**src/hw/rtl/whl_pkg.sv**
```systemverilog
`timescale 1ns / 1ps
// ----------------------------------------------------------------------------
// Wake latency histogram package
// Operation and register codes, result kinds and the statistics records
// shared by the histogram monitor modules.
// ----------------------------------------------------------------------------
package whl_pkg;

   localparam logic [1:0] OP_SAMPLE = 2'd0;
   localparam logic [1:0] OP_READ   = 2'd1;
   localparam logic [1:0] OP_ARM    = 2'd2;

   localparam logic [1:0] CSR_LATENCY_SHIFT = 2'd0;
   localparam logic [1:0] CSR_BINS_IN_USE   = 2'd1;
   localparam logic [1:0] CSR_PERIOD_NS     = 2'd2;

   localparam logic [5:0]  SHIFT_RESET  = 6'd16;
   localparam logic [8:0]  BINS_RESET   = 9'd200;
   localparam logic [39:0] PERIOD_RESET = 40'd100000000;
   localparam logic [63:0] ARM_LEAD_NS  = 64'd100000000;
   localparam logic [31:0] LEAST_RESET  = 32'd100000000;
   localparam logic [30:0] GAP_LIMIT    = 31'h7FFF_FFFF;

   typedef enum logic [2:0] {
      OUTCOME_UNDERRUN = 3'd0,
      OUTCOME_BINNED   = 3'd1,
      OUTCOME_OVERRUN  = 3'd2,
      OUTCOME_READBACK = 3'd3,
      OUTCOME_ARMED    = 3'd4
   } outcome_type;

   typedef struct packed {
      logic [31:0] least;
      logic [31:0] greatest;
      logic [31:0] early;
      logic [31:0] late;
      logic [30:0] widest_gap;
   } stats_type;

   typedef struct packed {
      logic        sample;
      logic        positive;
      logic        overrun;
      logic [31:0] sat_latency;
      logic        gap_ok;
      logic [30:0] gap;
   } stats_update_type;

   typedef struct packed {
      logic bump;
      logic show;
   } hist_ctrl_type;

endpackage

```
**src/hw/rtl/whl_stats.sv**
```systemverilog
`timescale 1ns / 1ps
// ----------------------------------------------------------------------------
// Wake latency statistics
// Running minimum and maximum latency, underrun and overrun counts and the
// widest gap between the two timestamps of a sample.
// ----------------------------------------------------------------------------
module whl_stats
   import whl_pkg::*;
(
   input  logic             clock,
   input  logic             reset,
   input  logic             enable,
   input  stats_update_type upd,
   output stats_type        stats_next
);

   stats_type stats_ff;
   stats_type stats_in;

   always_comb begin
      stats_in = stats_ff;
      if (upd.sample) begin
         if (upd.gap_ok && (upd.gap > stats_ff.widest_gap)) begin
            stats_in.widest_gap = upd.gap;
         end
         if (!upd.positive) begin
            stats_in.early = stats_ff.early + 32'd1;
         end else begin
            if (upd.sat_latency > stats_ff.greatest) begin
               stats_in.greatest = upd.sat_latency;
            end
            if (upd.sat_latency < stats_ff.least) begin
               stats_in.least = upd.sat_latency;
            end
            if (upd.overrun) begin
               stats_in.late = stats_ff.late + 32'd1;
            end
         end
      end
   end

   always_ff @(posedge clock) begin
      if (reset) begin
         stats_ff.least      <= LEAST_RESET;
         stats_ff.greatest   <= '0;
         stats_ff.early      <= '0;
         stats_ff.late       <= '0;
         stats_ff.widest_gap <= '0;
      end else if (enable) begin
         stats_ff <= stats_in;
      end
   end

   assign stats_next = stats_in;

endmodule

```
**config.mk**
```make
export PLATFORM = sky130hd
export DESIGN_NAME = whl_stats
export DESIGN_NICKNAME = d
export VERILOG_FILES = /design/src/hw/rtl/whl_pkg.sv /design/src/hw/rtl/whl_stats.sv
export SDC_FILE = /design/constraint.sdc
export NUM_CORES = 1
export LEC_CHECK = 0
export BUFFER_PORTS_ARGS = -buffer_cell sky130_fd_sc_hd__buf_2
export CAP_MARGIN = 40
export CORE_ASPECT_RATIO = 1.1
export CORE_MARGIN = 2
export CORE_UTILIZATION = 50
export CTS_CLUSTER_DIAMETER = 100
export DETAILED_ROUTE_END_ITERATION = 8
export GPL_ROUTABILITY_DRIVEN = 0
export HOLD_SLACK_MARGIN = 0.02
export MAX_ROUTING_LAYER = met4
export PLACE_DENSITY = 0.84
export SKIP_CTS_REPAIR_TIMING = 1
export SLEW_MARGIN = 20
export SYNTH_ARGS = -nofsm -noshare
export SYNTH_HDL_FRONTEND = slang
export SYNTH_SLANG_ARGS = --single-unit
```
**constraint.sdc**
```tcl
create_clock -name clock -period 4 [get_ports clock]
set_input_delay 0.6 -clock clock [delete_from_list [all_inputs] [get_ports clock]]
set_output_delay 0.6 -clock clock [all_outputs]
set_load 0.02 [all_outputs]
```
Yosys cells after proc, flatten, opt, wreduce, memory -nomap -nowiden

Index checks and enable logic that the tools add are counted.

Add/sub/neg operators: 2
Order comparisons: 3
Mux-type cells: 8
Reduce and logical (&&, ||, !) cells: 1

Operators by type and width:

| cell                  | number |
|---|---|
| $mux 32               | 5 |
| $mux 159              | 1 |
| $add 32x1->32 const B | 2 |
| $mux 64               | 1 |
| $gt 32x32->1          | 1 |
| $lt 32x32->1          | 1 |
| $gt 31x31->1          | 1 |
| $mux 31               | 1 |
| $logic_and 1x1->1     | 1 |

Flip-flop bits (word level): 159
Bits of input ports: 70
Output and inout port bits: 159
Word-level logic and storage cells: 19

Depth between registers and ports, before layout

Depth in word-level cells: 4
Mapped depth: 9
Depth with buffers taken out: 8

Least setup slack after synthesis

No wires, ideal clock.

Path kind: input port to output port
Start point: input port upd[38] in the netlist's numbering
End point: output port stats_next[127] in the netlist's numbering
Arrival: 2623 ps
Setup slack: 777 ps
Stages: 8
Path buffers: 1
Cell sequence: ha_1 > and3_1 > o311a_1 > o31ai_1 > a31oi_1 > nor3_2 > buf_4 > mux2_2

RTL lines:

| what               | line            | RTL |
|---|---|---|
| start: declaration | whl_stats.sv:13 | `input stats_update_type upd,` |
| end: declaration   | whl_stats.sv:14 | `output stats_type stats_next` |

==> reports/qor.csv <==
stage;metric;value;unit
place;HPWL Detailed;20990;µm
critical_path;R2R depth;9;
finish;max FFs per register;159;
synthesis;Post-Syn Area per Cell;8.570;µm²
critical_path;Critical Path AT;3.25;ns
run;maxcap violations;0;
detailed_routing;DRT Pass-1 Iters;7;
power;worst vdd ir;262.8;µV
die;num rows;57;
global_routing;met2 usage;42.05;%
timing;Final Setup Violations;0;
die;Starting Density;51.15;%
critical_path;critical path class;register to primary output;
die;die footprint;23990;µm²
timing;max frequency;259.8;MHz
global_routing;GR peak layer;met2;
status;status;finished clean;
synthesis;Mapped Area;11380;µm²
synthesis;synthesized netlist cell count;1328;
place;port bufs;228;
critical_path;cell family with most CP delay;simple AND/OR/NAND/NOR gates;
die;total core area;22250;µm²
finish;Biggest register;stats_ff;
power;Sw Ratio;28.62;%
synthesis;post-synthesis cell type count;67;
timing;Tmin final;3.850;ns
clock_network;CTS sink count;159;
critical_path;startpoint types;register;
critical_path;Buf+Inv Stages, Crit Path;3;
timing;Worst-Margin Slew;0.6596;ns
detailed_routing;Final ANT Viol Nets;0;
clock_network;clk_lat worst skew;0.42;ns
detailed_routing;drt total wl;28530;µm
die;I/O pin total;229;
global_routing;met1 global-route usage;27.90;%
power;P per Cell Area;294.5;nW/µm²
global_routing;initial antenna violation count;1;
critical_path;Req. time, crit path;3.40;ns
power;fraction of power consumed by sequential logic;41.3;%
critical_path;reg-to-reg setup timing slack;0.99;ns
synthesis;EDFF count, synth;0;
critical_path;crit-path cells;inv_1 -> ha_1 -> nand4_1 -> nor4_1 -> a31oi_1 -> a2bb2oi_4 -> buf_12 -> mux2_2 -> buf_2;
timing;Setup WS post-layout;0.1502;ns
clock_network;clk slew on worst S/H paths;0.07;ns
timing;Hold Fails Final Rpt;0;
clock_network;Num CTS Buffers;17;
critical_path;CP Max Fanout;17;
detailed_routing;DR vias;10045;
synthesis;Yosys Warn Count;0;
global_routing;vias in the first global route;9855;
critical_path;Worst path depth;9;
clock_network;htree depth;4;
critical_path;Worst path max stage delay;0.60;ns
power;Combinational Power Share;16.2;%
detailed_routing;Via density;5.492;
detailed_routing;first-iteration detailed-routing DRC count;578;
timing;Slew headroom;55.62;%
timing;Slew Viols, Final;0;
clock_network;clock tree buffer depth;2;
synthesis;Synth area leader;dfxtp_1;
global_routing;grt met3 use;5.140;%
global_routing;total track usage;24.45;%
detailed_routing;DRC errors left;0;
hold_path;Hold Crit Class;input port to register;
synthesis;Seq cells post-synth;159;
synthesis;top cell type's share of synthesized area;27.97;%
hold_path;hold depth;3;
global_routing;largest net degree at the start of global routing;78;
finish;share of layout cells above drive strength 1;25.77;%
synthesis;Async S/R FF share, synth;0;%
synthesis;Top FF cell, synth;dfxtp_1;
finish;Area Growth Syn to Fin;17.91;%
global_routing;total gr overflow;0;
place;DP Worst Slack;0.3068;ns
critical_path;CP endpoint kind;primary output;
clock_network;CTS tree;yes;
detailed_routing;wire length per cell;15.60;µm
global_routing;first-pass GRT wire length;47030;µm
synthesis;Synth top cells by count;dfxtp_1 (159), nor2_1 (105), inv_1 (103);
timing;RSZ-0062 raised after global routing;false;
die;Die W;147.9;µm
synthesis;sequential area share after synthesis;27.97;%
power;P_int;0.002821;W
power;P_sw;0.001131;W
finish;final net count;1686;
timing;period utilization;96.25;%
power;clock network fraction of total power;42.5;%
clock_network;Root Buffer;clkbuf_16;
finish;Layout Utilization;60.31;%
finish;Largest regs;stats_ff x159;
critical_path;critical path's slowest cell;nor4_1;
power;Leakage;5.919;nW
die;die height;162.2;µm
synthesis;top cells by area, synth;dfxtp_1 (28%), ha_1 (11%), mux2_2 (9.5%), xor2_1 (5.8%), mux2i_1 (5.7%);
synthesis;Mapped Nets;1494;
timing;Worst Skew;0.01014;ns
synthesis;most common cell in the synthesized netlist;dfxtp_1;
timing;final setup TNS;0;ns
per-stage QoR:
step / cells / instance area [µm²] / total power, W / hold slack [ns]
floorplan: 1328 / 11380 / 0.002081 / 0.4582
global placement: 1795 / 12780 / 0.002281 / 0.4705
detailed placement: 1796 / 12810 / 0.002305 / 0.4804
CTS: 1828 / 13420 / 0.003986 / 0.4746
global route: 1829 / 13420 / 0.004127 / 0.4762
finish: 1829 / 13420 / 0.003952 / 0.4850
placed cells by master, fill, tap and decap left out, types with 3 or more instances in the layout:
cell,instances
nand4_1,41
buf_4,11
or3_1,11
and3_1,13
inv_6,4
and4_1,9
buf_12,8
mux2i_1,65
nand2b_1,86
nand2_1,74
ha_1,96
a31oi_1,3
mux2_2,96
buf_2,227
xor2_1,75
and2_1,9
o31ai_1,3
nor2_1,105
nor2b_1,5
o21ai_0,57
nor4_4,3
dfxtp_1,159
clkbuf_16,17
a21oi_1,74
a211oi_1,6
inv_1,103
nand3_1,37
nor3_1,14
xnor2_1,41
nor4_1,3
or3b_1,28
clkinvlp_4,3
power by group through the flow:
stage | combinational, W | clock (W) | sequential, W
final | 0.000641 | 0.00168 | 0.00163
after global routing | 0.000704 | 0.00179 | 0.00163
after CTS | 0.000641 | 0.00171 | 0.00163
after detailed placement | 0.000637 | 0 | 0.00167
after global placement | 0.000614 | 0 | 0.00167
after floorplan | 0.000422 | 0 | 0.00166
path summary, 6_finish.rpt:
path                       from             end
hold / removal          upd[46]   stats_ff[109]
setup / recovery  stats_ff[110]  stats_next[98]
setup reg to reg  stats_ff[110]   stats_ff[124]
hold reg to reg    stats_ff[98]    stats_ff[98]
routing by layer:
metal,vias to the layer above,routed length [µm]
met5,-,0
met2,291,13980
met4,0,853
li1,4949,-
met3,61,1813
met1,4744,11890
worst reg2reg max path: stages (launching register included):
cell and delay [ns]:
dfxtp_1 0.39, inv_1 0.07, ha_1 0.30, nand4_1 0.15
nor4_1 0.60, a31oi_1 0.32, and2_1 0.26, a2bb2oi_2 0.36
buf_12 0.24, mux2i_1 0.23
logic make-up (layout without fill, tap and decap cells):
group | Yosys count | after routing | share of synthesized area (%)
muxes | 162 | 162 | 15.31
adders and majority gates | 96 | 96 | 10.55
buffers and inverters | 177 | 382 | 6.629
other | 0 | 1 | 0
xor gates and xnor gates | 116 | 116 | 8.927
and+or+nand+nor | 459 | 459 | 22.80
DFF | 159 | 159 | 27.97
AOI/OAI and AO/OA | 159 | 159 | 7.806
cell type report:
type | instances | area (µm²)
fillers | 1886 | 8832
multi-input cells | 992 | 7467
flip-flops and latches | 159 | 3183
repair buffers | 247 | 1406
clock buffers | 17 | 425.4
inverters | 103 | 386.6
well taps | 295 | 369.1
clock inverters | 15 | 178.9
diodes | 1 | 2.502
No activity file was read; power rests on OpenSTA's default activity.
